**src/sv/hrf_pkg.sv**
```systemverilog
// Shared types, constants and helpers for the HTTP request framer.
`default_nettype none
package hrf_pkg;

    localparam int LengthBits = 24;
    localparam int CountBits  = 25;

    localparam logic [3:0] KeyLen = 4'd15;

    localparam logic [LengthBits-1:0] LengthMax = {LengthBits{1'b1}};
    localparam logic [CountBits-1:0]  CountMax  = {CountBits{1'b1}};

    localparam logic [7:0] ChCr    = 8'h0D;
    localparam logic [7:0] ChLf    = 8'h0A;
    localparam logic [7:0] ChSpace = 8'h20;
    localparam logic [7:0] ChTab   = 8'h09;
    localparam logic [7:0] ChVt    = 8'h0B;
    localparam logic [7:0] ChFf    = 8'h0C;
    localparam logic [7:0] ChPlus  = 8'h2B;
    localparam logic [7:0] ChMinus = 8'h2D;
    localparam logic [7:0] ChZero  = 8'h30;
    localparam logic [7:0] ChNine  = 8'h39;
    localparam logic [7:0] ChC     = 8'h43;

    typedef enum logic {
        CMD_BYTE  = 1'b0,
        CMD_CLOSE = 1'b1
    } t_cmd;

    typedef enum logic [1:0] {
        ST_OK        = 2'd0,
        ST_ABORTED   = 2'd1,
        ST_SATURATED = 2'd2
    } t_status;

    typedef enum logic [1:0] {
        BL_NONE    = 2'd0,
        BL_CR      = 2'd1,
        BL_CRLF    = 2'd2,
        BL_CRLFCR  = 2'd3
    } t_blank;

    typedef enum logic [1:0] {
        VP_KEY    = 2'd0,
        VP_SKIP   = 2'd1,
        VP_DIGITS = 2'd2,
        VP_DONE   = 2'd3
    } t_value_phase;

    typedef struct packed {
        t_cmd       cmd;
        logic [7:0] data_byte;
    } t_in_beat;

    typedef struct packed {
        logic [7:0]            out_byte;
        logic                  in_body;
        logic                  hdr_complete;
        logic                  message_end;
        logic [LengthBits-1:0] body_length;
        logic [CountBits-1:0]  message_length;
        t_status               status;
    } t_out_beat;

    // Characters of the header key "Content-Length:".
    function automatic logic [7:0] key_char(input logic [3:0] pos);
        logic [7:0] ch;
        unique case (pos)
            4'd0:    ch = 8'h43;
            4'd1:    ch = 8'h6F;
            4'd2:    ch = 8'h6E;
            4'd3:    ch = 8'h74;
            4'd4:    ch = 8'h65;
            4'd5:    ch = 8'h6E;
            4'd6:    ch = 8'h74;
            4'd7:    ch = 8'h2D;
            4'd8:    ch = 8'h4C;
            4'd9:    ch = 8'h65;
            4'd10:   ch = 8'h6E;
            4'd11:   ch = 8'h67;
            4'd12:   ch = 8'h74;
            4'd13:   ch = 8'h68;
            4'd14:   ch = 8'h3A;
            default: ch = 8'h00;
        endcase
        return ch;
    endfunction

    function automatic logic is_space(input logic [7:0] ch);
        return (ch == ChSpace) || (ch == ChTab) || (ch == ChLf) ||
               (ch == ChVt) || (ch == ChFf) || (ch == ChCr);
    endfunction

endpackage
`default_nettype wire

```
**src/sv/hrf_in_reg.sv**
```systemverilog
// Input register stage that holds one accepted beat until the engine takes it.
`default_nettype none
module hrf_in_reg
    import hrf_pkg::*;
(
    input  wire logic     i_clk,
    input  wire logic     i_rst_n,
    input  wire logic     i_valid,
    output logic          o_ready,
    input  wire t_in_beat i_data,
    output logic          o_valid,
    input  wire logic     i_take,
    output t_in_beat      o_data
);

    logic     r_valid;
    t_in_beat r_data;

    assign o_ready = !r_valid || i_take;
    assign o_valid = r_valid;
    assign o_data  = r_data;

    always_ff @(posedge i_clk) begin
        if (!i_rst_n) begin
            r_valid <= 1'b0;
        end else if (o_ready) begin
            r_valid <= i_valid;
        end
    end

    always_ff @(posedge i_clk) begin
        if (o_ready && i_valid) begin
            r_data <= i_data;
        end
    end

endmodule
`default_nettype wire

```
**src/sv/hrf_engine.sv**
```systemverilog
// Per-message framing state and the single-pass update for one beat.
`default_nettype none
module hrf_engine
    import hrf_pkg::*;
(
    input  wire logic                  i_clk,
    input  wire logic                  i_rst_n,
    input  wire logic                  i_step,
    input  wire t_in_beat              i_beat,
    input  wire logic [LengthBits-1:0] i_limit,
    output t_out_beat                  o_result
);

    t_blank                r_blank,     n_blank;
    logic                  r_hdr_done,  n_hdr_done;
    logic [3:0]            r_key_pos,   n_key_pos;
    t_value_phase          r_phase,     n_phase;
    logic                  r_neg,       n_neg;
    logic [LengthBits-1:0] r_parsed,    n_parsed;
    logic                  r_sat,       n_sat;
    logic [LengthBits-1:0] r_remaining, n_remaining;
    logic [CountBits-1:0]  r_count,     n_count;

    logic [7:0]            c;
    logic                  c_digit;
    logic [3:0]            digit;
    logic [LengthBits+3:0] acc;

    logic [3:0]            p_key_pos;
    t_value_phase          p_phase;
    logic                  p_neg;
    logic [LengthBits-1:0] p_parsed;
    logic                  p_sat;

    logic                  f_hdr;
    logic                  f_end;
    logic                  f_clear;
    t_blank                b_next;

    assign c       = i_beat.data_byte;
    assign c_digit = (c >= ChZero) && (c <= ChNine);
    assign digit   = c[3:0];
    assign acc     = ({4'b0, r_parsed} << 3) + ({4'b0, r_parsed} << 1)
                   + {{LengthBits{1'b0}}, digit};

    // Header key match and value parse.
    always_comb begin
        p_key_pos = r_key_pos;
        p_phase   = r_phase;
        p_neg     = r_neg;
        p_parsed  = r_parsed;
        p_sat     = r_sat;
        unique case (r_phase)
            VP_KEY: begin
                if ((r_key_pos < KeyLen) && (c == key_char(r_key_pos))) begin
                    p_key_pos = r_key_pos + 4'd1;
                    if (p_key_pos == KeyLen) begin
                        p_phase = VP_SKIP;
                    end
                end else begin
                    p_key_pos = (c == ChC) ? 4'd1 : 4'd0;
                end
            end
            VP_SKIP: begin
                priority if (is_space(c)) begin
                    p_phase = VP_SKIP;
                end else if ((c == ChPlus) || (c == ChMinus)) begin
                    p_neg   = (c == ChMinus);
                    p_phase = VP_DIGITS;
                end else if (c_digit) begin
                    p_parsed = {{(LengthBits-4){1'b0}}, digit};
                    p_phase  = VP_DIGITS;
                end else begin
                    p_phase = VP_DONE;
                end
            end
            VP_DIGITS: begin
                if (c_digit) begin
                    if (!r_sat) begin
                        if (acc > {4'b0, i_limit}) begin
                            p_parsed = i_limit;
                            p_sat    = 1'b1;
                        end else begin
                            p_parsed = acc[LengthBits-1:0];
                        end
                    end
                end else begin
                    p_phase = VP_DONE;
                end
            end
            VP_DONE: begin
                p_phase = VP_DONE;
            end
            default: begin
                p_phase = VP_DONE;
            end
        endcase
    end

    // Blank line detection.
    always_comb begin
        f_hdr  = 1'b0;
        b_next = BL_NONE;
        priority if (c == ChCr) begin
            b_next = (r_blank == BL_CRLF) ? BL_CRLFCR : BL_CR;
        end else if (c == ChLf) begin
            priority if (r_blank == BL_CR) begin
                b_next = BL_CRLF;
            end else if (r_blank == BL_CRLFCR) begin
                f_hdr = 1'b1;
            end else begin
                b_next = BL_NONE;
            end
        end else begin
            b_next = BL_NONE;
        end
    end

    // Message framing, next state and result.
    always_comb begin
        n_blank     = r_blank;
        n_hdr_done  = r_hdr_done;
        n_key_pos   = r_key_pos;
        n_phase     = r_phase;
        n_neg       = r_neg;
        n_parsed    = r_parsed;
        n_sat       = r_sat;
        n_remaining = r_remaining;
        n_count     = (r_count == CountMax) ? r_count : r_count + 1'b1;
        f_end       = 1'b0;
        f_clear     = 1'b0;

        o_result.out_byte     = c;
        o_result.in_body      = 1'b0;
        o_result.hdr_complete = 1'b0;
        o_result.message_end  = 1'b0;

        if (i_beat.cmd == CMD_CLOSE) begin
            f_clear                 = 1'b1;
            o_result.out_byte       = 8'h00;
            o_result.body_length    = r_hdr_done ? r_parsed : '0;
            o_result.message_length = r_count;
            o_result.status         = (r_count != '0) ? ST_ABORTED : ST_OK;
        end else begin
            if (r_hdr_done) begin
                o_result.in_body = 1'b1;
                if (r_remaining != '0) begin
                    n_remaining = r_remaining - 1'b1;
                end
                f_end = (n_remaining == '0);
            end else begin
                n_blank   = b_next;
                n_key_pos = p_key_pos;
                n_phase   = p_phase;
                n_neg     = p_neg;
                n_parsed  = p_parsed;
                n_sat     = p_sat;
                if (f_hdr) begin
                    n_hdr_done = 1'b1;
                    n_phase    = VP_DONE;
                    if (p_neg) begin
                        n_parsed = '0;
                        n_sat    = 1'b0;
                    end else if (p_parsed > i_limit) begin
                        n_parsed = i_limit;
                        n_sat    = 1'b1;
                    end
                    n_remaining = n_parsed;
                    f_end       = (n_parsed == '0);
                end
            end
            f_clear                 = f_end;
            o_result.hdr_complete   = f_hdr && !r_hdr_done;
            o_result.message_end    = f_end;
            o_result.body_length    = n_hdr_done ? n_parsed : '0;
            o_result.message_length = n_count;
            o_result.status         = (n_hdr_done && n_sat) ? ST_SATURATED : ST_OK;
        end
    end

    always_ff @(posedge i_clk) begin
        if (!i_rst_n) begin
            r_blank     <= BL_NONE;
            r_hdr_done  <= 1'b0;
            r_key_pos   <= '0;
            r_phase     <= VP_KEY;
            r_neg       <= 1'b0;
            r_parsed    <= '0;
            r_sat       <= 1'b0;
            r_remaining <= '0;
            r_count     <= '0;
        end else if (i_step) begin
            if (f_clear) begin
                r_blank     <= BL_NONE;
                r_hdr_done  <= 1'b0;
                r_key_pos   <= '0;
                r_phase     <= VP_KEY;
                r_neg       <= 1'b0;
                r_parsed    <= '0;
                r_sat       <= 1'b0;
                r_remaining <= '0;
                r_count     <= '0;
            end else begin
                r_blank     <= n_blank;
                r_hdr_done  <= n_hdr_done;
                r_key_pos   <= n_key_pos;
                r_phase     <= n_phase;
                r_neg       <= n_neg;
                r_parsed    <= n_parsed;
                r_sat       <= n_sat;
                r_remaining <= n_remaining;
                r_count     <= n_count;
            end
        end
    end

endmodule
`default_nettype wire

```
**src/sv/http_request_framer.sv**
```systemverilog
// Top level of the HTTP request framer: input stage, framing engine, result register.
// Path: an accepted beat is held in the input register, then framed by the engine into the result register.
// Throughput: one beat per cycle while the output is not stalled, set by the single engine state update per beat.
// While a finished result waits, the input register takes one more beat, then stalls.
// Reset clears all message state and sets the length limit to its maximum.
`default_nettype none
module http_request_framer
    import hrf_pkg::*;
(
    input  wire logic                  i_clk,
    input  wire logic                  i_rst_n,
    input  wire logic                  i_in_valid,
    output logic                       o_in_ready,
    input  wire t_in_beat              i_in_data,
    output logic                       o_out_valid,
    input  wire logic                  i_out_ready,
    output t_out_beat                  o_out_data,
    input  wire logic                  i_cfg_valid,
    output logic                       o_cfg_ready,
    input  wire logic [LengthBits-1:0] i_cfg_data
);

    logic                  stage_valid;
    t_in_beat              stage_data;
    logic                  advance;
    t_out_beat             result;
    logic [LengthBits-1:0] r_limit;
    logic                  r_out_valid;
    t_out_beat             r_out_data;

    assign advance     = stage_valid && (!r_out_valid || i_out_ready);
    assign o_cfg_ready = 1'b1;
    assign o_out_valid = r_out_valid;
    assign o_out_data  = r_out_data;

    hrf_in_reg u_in_reg (
        .i_clk   (i_clk),
        .i_rst_n (i_rst_n),
        .i_valid (i_in_valid),
        .o_ready (o_in_ready),
        .i_data  (i_in_data),
        .o_valid (stage_valid),
        .i_take  (advance),
        .o_data  (stage_data)
    );

    hrf_engine u_engine (
        .i_clk    (i_clk),
        .i_rst_n  (i_rst_n),
        .i_step   (advance),
        .i_beat   (stage_data),
        .i_limit  (r_limit),
        .o_result (result)
    );

    always_ff @(posedge i_clk) begin
        if (!i_rst_n) begin
            r_limit <= LengthMax;
        end else if (i_cfg_valid) begin
            r_limit <= i_cfg_data;
        end
    end

    always_ff @(posedge i_clk) begin
        if (!i_rst_n) begin
            r_out_valid <= 1'b0;
        end else if (!r_out_valid || i_out_ready) begin
            r_out_valid <= stage_valid;
        end
    end

    always_ff @(posedge i_clk) begin
        if (advance) begin
            r_out_data <= result;
        end
    end

endmodule
`default_nettype wire

```
**config.mk**
```make
export PLATFORM = sky130hd
export DESIGN_NAME = http_request_framer
export DESIGN_NICKNAME = d
export VERILOG_FILES = /design/src/sv/hrf_pkg.sv /design/src/sv/hrf_in_reg.sv /design/src/sv/hrf_engine.sv /design/src/sv/http_request_framer.sv
export SDC_FILE = /design/constraint.sdc
export NUM_CORES = 1
export LEC_CHECK = 0
export BUFFER_PORTS_ARGS = -buffer_cell sky130_fd_sc_hd__buf_2
export CORE_ASPECT_RATIO = 1.1
export CORE_UTILIZATION = 45
export DETAILED_ROUTE_END_ITERATION = 12
export GPL_TIMING_DRIVEN = 0
export SLEW_MARGIN = 20
export SYNTH_ARGS = -nofsm -noshare
export SYNTH_HDL_FRONTEND = slang
export SYNTH_SLANG_ARGS = --single-unit
```
**constraint.sdc**
```tcl
create_clock -name i_clk -period 10.2 [get_ports i_clk]
set_input_delay 1.53 -clock i_clk [delete_from_list [all_inputs] [get_ports i_clk]]
set_output_delay 1.53 -clock i_clk [all_outputs]
set_load 0.05 [all_outputs]
```
After elaboration in Yosys (flattened, before gate mapping)
Memory sizes are Yosys's and may differ from the RTL's. A register that Yosys moved wholly into a read port is not among the register bits.
Index checks and enable logic that the tools add are counted.

storage, ports and cells
  output and inout port bits = 65
  memories kept = 1
  bits in read-only memories = 112
  bits in registers = 181

memories
  memory           depth  bits a word  rd ports  clocked after Yosys merged registers in  write ports  RTL line       text
  (no name shown)  16     7            1         1                                        0            hrf_pkg.sv:68  unique case (pos)

cells by class
  reductions and logical operators = 29
  magnitude comparators = 5
  add/sub/neg operators = 5
  mux-type cells = 87
  equal/unequal tests = 23

operators by type and width
  kind                                                                number
  2-to-1 mux 24 bit                                                   24
  2-to-1 mux 51 bit                                                   1
  2-to-1 mux 25 bit                                                   2
  zero test 24 bit                                                    2
  one-hot mux 24 bit (2 select lines)                                 1
  equality test 8 x 4 -> 1 bit (second input constant)                5
  2-to-1 mux 2 bit                                                    17
  2-to-1 mux 1 bit                                                    33
  adder 27 x 25 -> 28 bit                                             1
  adder 28 x 4 -> 28 bit                                              1
  > comparator 28 x 24 -> 1 bit                                       1
  2-to-1 mux 4 bit                                                    7
  adder 25 x 1 -> 25 bit (second input constant)                      1
  equality test 25 bit (second input constant)                        1
  nonzero test 25 bit                                                 1
  equality test 8 x 6 -> 1 bit (second input constant)                3
  > comparator 24 bit                                                 1
  nonzero test 24 bit                                                 1
  subtractor 24 x 1 -> 24 bit (second input constant)                 1
  equality test 2 bit (second input constant)                         4
  equality test 8 x 7 -> 1 bit (second input constant)                1
  equality test 8 bit                                                 1
  greater-or-equal comparator 8 x 6 -> 1 bit (second input constant)  1
  less-or-equal comparator 8 x 6 -> 1 bit (second input constant)     1
  20 further kinds                                                    37

Logic depth before layout (Yosys ltp)
  depth in word-level cells = 22
  mapped depth = 47
  depth with buffers taken out = 42

Cells and area by module
A second synthesis with hierarchy kept.

second synthesis, totals
  cell total of the unflattened synthesis = 1,719
  area total of the unflattened synthesis = 14,029.7 µm²

modules (own cells, without submodules)
  module               cells each  area an instance (µm²)  instances
  hrf_engine           1,559       10,914.2                1
  http_request_framer  146         2,787.7                 1
  hrf_in_reg           14          327.8                   1

Least setup slack after synthesis
Ideal clock, no wire load.

  path type = reg-to-reg
  start point = register u_in_reg.r_data, in the netlist u_in_reg.o_data[3]
  end point = register with a tool-made name
  library setup time = 0.141 ns
  path buffers = 6
  required time = 10.059 ns
  arrival = 9.251 ns
  cell stages (with the launch flop) = 45
  path slack = 0.808 ns
  cell sequence = edfxtp_1 -> inv_1 -> fa_1 -> inv_1 -> fa_1 -> a21o_1 -> a221o_1 -> a221oi_4 -> nor2_1 -> a311oi_1 -> xnor2_1 -> ha_1 -> a21oi_1 -> nand2_1 -> a221o_1 -> o21ai_0 -> and3_1 -> nand4_4 -> [9 not listed] -> or3_1 -> mux2i_1 -> or2_2 -> buf_2 -> buf_4 -> clkbuf_1 -> nand2_1 -> o221ai_1 -> o2111ai_1 -> nor4_2 -> buf_4 -> a211oi_1 -> a21o_1 -> and2_1 -> ha_1 -> nand2b_1 -> o211ai_1 -> o211ai_1

RTL lines
  item                    RTL line          text
  start, declared         hrf_in_reg.sv:17  t_in_beat r_data;
  start signal, assigned  hrf_in_reg.sv:33  r_data <= i_data;

Worst setup path after layout
  start point = register u_engine.r_parsed[0]
  end point = register u_engine.r_remaining[18]

between the ends
  longest elaborated chain between the ends = 19
  elaborated cells on any way between the ends = 27
  classes of those cells = 2 x add/sub; 2 x order compare; 1 x eq/ne; 19 x mux; 3 x reduce/logical

RTL lines
  item                                                                            RTL line           text
  start, declared                                                                 hrf_engine.sv:19   logic [LengthBits-1:0] r_parsed, n_parsed;
  start signal, assigned                                                          hrf_engine.sv:209  r_parsed <= n_parsed;
  adder 27 x 25 -> 28 bit                                                         hrf_engine.sv:43   assign acc = ({4'b0, r_parsed} << 3) + ({4'b0, r_parsed} << 1)
  adder 28 x 4 -> 28 bit                                                          hrf_engine.sv:44   + {{LengthBits{1'b0}}, digit};
  > comparator 28 x 24 -> 1 bit                                                   hrf_engine.sv:80   if (acc > {4'b0, i_limit}) begin
  2-to-1 mux 24 bit                                                               hrf_engine.sv:80
  2-to-1 mux 24 bit                                                               hrf_engine.sv:79   if (!r_sat) begin
  2-to-1 mux 24 bit                                                               hrf_engine.sv:78   if (c_digit) begin
  one-hot mux 24 bit (2 select lines) *                                           hrf_engine.sv:53   unique case (r_phase)
  > comparator 24 bit                                                             hrf_engine.sv:164  end else if (p_parsed > i_limit) begin
  [3 not listed]                                                                  n/a
  2-to-1 mux 24 bit *                                                             hrf_engine.sv:145  if (r_hdr_done) begin
  2-to-1 mux 24 bit *                                                             hrf_engine.sv:138  if (i_beat.cmd == CMD_CLOSE) begin
  zero test 24 bit                                                                hrf_engine.sv:169  f_end = (n_parsed == '0);
  2-to-1 mux 1 bit                                                                hrf_engine.sv:158  if (f_hdr) begin
  2-to-1 mux 1 bit                                                                hrf_engine.sv:145
  2-to-1 mux 1 bit                                                                hrf_engine.sv:138
  inequality test 2 x 1 -> 1 bit (no line) or nonzero test 3 bit (tied branches)  n/a
  AND reduction 3 bit (no line)                                                   n/a
  end signal, assigned                                                            hrf_engine.sv:211  r_remaining <= n_remaining;
  end, declared                                                                   hrf_engine.sv:21   logic [LengthBits-1:0] r_remaining, n_remaining;

Mark *: on every way between the ends. The rest lies on a longest branch, timed or not. The select of a mux whose other input is x is not followed.
A chain may end at the register's enable or synchronous reset.

==> results by group <==
Run status
  – Status: completed

GRT
  – First-pass GRT wire length: 77.8 mm
  – Vias in the first global route: 13,067
  – Initial antenna violation count: 0
  – Grt ovf: 0
  – Largest net degree at the start of global routing: 38
  – GRT Util Overall: 32.2%

Clock network
  – Clk root buf: clkbuf_16
  – CTS Buf Count: 17
  – Deepest clock path buffer count: 2
  – Clk_lat worst skew: 0.47 ns
  – H-Tree Depth: 4
  – CTS clk-pin slew, worst paths: 0.08 ns
  – Clk sinks: 188
  – CTS tree: built

Power and ir drop
  – Gate power share: 10.6%
  – Clk pwr share: 40.4%
  – P_int: 0.00117 W
  – Final Total Pwr: 0.00165 W
  – Switch share: 29.6%
  – Pwr Density: 101 nW/um^2
  – Leakage: 6.65 nW
  – Sequential Power Share: 49.0%
  – Worst vdd ir: 0.0845 mV
  – Net Sw Power: 0.000489 W

Detailed routing
  – Number of detailed-route iterations in the first pass: 5
  – Final ANT Viol Nets: 0
  – Residual DRC: 0
  – Initial DRC count: 1,480
  – Routed vias/inst: 6.10
  – Routed vias: 14,244
  – Routed length per placed instance: 22.2 um
  – Met3 wire len: 4.06 mm
  – Routed wl met2: 23.3 mm
  – Post-Route M1 WL: 22.6 mm
  – Final WL: 51.8 mm
  – Max layer used: met4

Setup path
  – WP data required: 10.56 ns
  – CP bufs+invs: 10
  – Reg2reg start: u_engine.r_parsed[0]
  – CP Depth: 43
  – Reg2Reg Capture Point: u_engine.r_remaining[18]
  – Worst setup path startpoint: u_engine.r_parsed[0]
  – Crit end category: flop
  – R2R depth: 43
  – Most frequent CP cell: buf_4
  – Slowest Stage Delay on Critical Path: 0.51 ns
  – Worst Setup EP: u_engine.r_remaining[18]
  – Worst Path Arrival: 10.35 ns
  – Slowest stage cell, crit path: fa_1
  – CP Launch Type: flop
  – R2R Setup Slk: 0.22 ns
  – Largest delay share family, worst path: compound AO/OA/AOI/OAI gates
  – CP Max Fanout: 10
  – WS Path Type: flop to flop

Synth
  – Cell taking the most area after synthesis: dfxtp_1
  – Top cells by count, synth: nand2_1, o21ai_0, nor2_1, dfxtp_1, ha_1
  – Mapped Area: 14,100 sq um
  – Synth area leaders: dfxtp_1, edfxtp_1, ha_1
  – Cell variety after synth: 99
  – Ys flop type: dfxtp_1
  – Average size of a mapped cell: 8.06 sq um
  – EDFF count, synth: 71
  – YS warnings: 0
  – Synth top area share: 16.6%
  – Most common cell in the netlist: nand2_1
  – Post-Syn Instances: 1,747
  – Syn nets: 1,896
  – Synth async-reset ratio: 0%
  – Seq/Total Area, Yosys: 31.8%
  – Yosys reg bits: 188

Cells and area
  – Final Util: 53.6%
  – Antenna Cells: 0
  – Non-Filler Instances: 2,336
  – Filler cells: 2,994
  – Area delta synth->final: 16.6%
  – Net count, final: 2,058
  – Ratio of cells with drive above 1 in the final layout: 14.9%

Worst hold path
  – Hold Path Class: flop to flop

Place
  – Placed cells: 2,261
  – Final GP Congestion: 0.984
  – IO buf count: 99
  – HPWL after detailed placement: 39.8 mm

Die
  – Full die area: 32,000 sq um
  – Initial Util: 46.0%
  – Die Height: 187 um
  – Rows: 67
  – Chip Width: 171 um
  – CORE AREA: 30,600 sq um
  – I/O pins: 103

Timing
  – Slew Limit Headroom: 27.5%
  – Least-Margin Pin Slew: 1.09 ns
  – Period Utilization, post-route: 97.9%
  – Max-slew violations: 0
  – Achievable Freq: 100 MHz
  – Fin crit period: 9.98 ns
  – Final Hold Fails: 0
  – Clk_skew: 0.0166 ns
  – Final setup fails: 0

Job
  – Max-cap viol count: 0
[worst min-delay path by stage]
| stage | startpoint | to | slack (ns) | cells past startpoint |
|---|---|---|---|---|
| final | u_engine.r_remaining[13] | u_engine.r_remaining[13] | 0.48 | 2 |
| after global routing | u_engine.r_blank[0] | u_engine.r_blank[0] | 0.50 | 2 |
| after CTS | u_engine.r_remaining[13] | u_engine.r_remaining[13] | 0.48 | 2 |
| after detailed placement | u_engine.r_remaining[13] | u_engine.r_remaining[13] | 0.47 | 2 |
| after global placement | u_engine.r_blank[0] | u_engine.r_blank[0] | 0.45 | 2 |
| after floorplan | u_engine.r_blank[0] | u_engine.r_blank[0] | 0.44 | 2 |
[power by group through the flow]
stage           logic, W  clock network, W  registers, W
4_1_cts         0.000170          0.000672      0.000810
5_1_grt         0.000187          0.000702      0.000813
6_report        0.000175          0.000669      0.000811
3_5_place_dp    0.000168                 0      0.000828
3_3_place_gp    0.000165                 0      0.000830
2_1_floorplan  0.0000689                 0      0.000868
[metal layers]
layer,GRT usage [%],up-vias
met4,11.7,0
li1,-,6778
met2,50.0,646
met1,44.3,6697
met5,0,-
met3,5.66,123
[registers in the layout, summed over array words and instances (netlist names), named ones only]
signal,count
u_engine.r_parsed,24
u_engine.r_phase,2
u_engine.r_blank,2
u_engine.r_neg,1
u_engine.r_remaining,24
o_out_data,62
u_engine.r_hdr_done,1
u_in_reg.o_data,9
u_engine.r_count,25
u_engine.r_key_pos,4
u_engine.r_sat,1
o_out_valid,1
u_in_reg.o_valid,1
r_limit,24
[worst register-to-register path, delay by kind of cell, from the launching register on]
family | cells | cell delay (ns)
adders and majority gates | 4 | 1.44
DFF | 1 | 0.39
xor gates and xnor gates | 1 | 0.12
buffers and inverters | 10 | 1.65
AOI/OAI and AO/OA | 13 | 3.29
and+or+nand+nor | 14 | 2.67
muxes | 1 | 0.33
[layout by cell type (no fill, tap or decap), types with 19 or more instances in the layout]
master,synthesis,final
a21o_1,24,24
a21oi_1,106,102
a22oi_1,34,33
a31oi_1,21,20
buf_2,12,107
buf_4,9,52
clkbuf_1,84,78
dfxtp_1,117,115
edfxtp_1,71,71
ha_1,109,107
inv_1,56,53
nand2_1,211,210
nand3_1,51,50
nand4_1,28,28
nor2_1,131,128
nor2b_1,60,60
nor3_1,46,43
nor4_1,21,19
o211ai_1,45,45
o21ai_0,148,137
or3_1,28,27
xnor2_1,23,22
xor2_1,34,33
[area by class of cell]
type	instances	area, sq um	share of cell area, %
timing repair buffer	142	843	5.14
clock buffer	18	429	2.62
buffer	112	515	3.14
multi-input combinational	1388	9270	56.5
sequential	188	4480	27.3
tap	414	518	3.16
inverter	60	225	1.37
clock inverter	14	128	0.778
[what timing repair did]
action | in CTS | in global routing
hold buffers | 0 | 0
setup buffers | 23 | 19
pin swaps | 16 | 19
cloned | 0 | 3
endpoints found under the setup margin | 115 | 90
gates resized for setup | 62 | 41
[metrics by stage]
step	setup slack (ns)	setup TNS, ns	hold WS, ns	area [sq um]
finish	0.216	0	0.480	16400
global route	-0.0504	-0.204	0.495	16400
global placement	-2.58	-229.68	0.451	15100
CTS	0.00709	0	0.476	16100
detailed placement	-2.47	-217.96	0.466	15100
floorplan	0.808	0	0.440	14100
[logic make-up (layout without fill, tap and decap cells)]
logic type	Yosys count	in the layout	synth area share, %
AO/OA/AOI/OAI	543	543	25.8
other	1	1	0.0266
adder cells (fa/ha/maj)	111	111	9.97
AND/OR/NAND/NOR	670	673	23.6
flip-flops	188	188	31.8
multiplexers	3	3	0.222
buffers and inverters	174	346	5.04
XOR/XNOR	57	57	3.55
No activity file was read; power rests on OpenSTA's default activity.
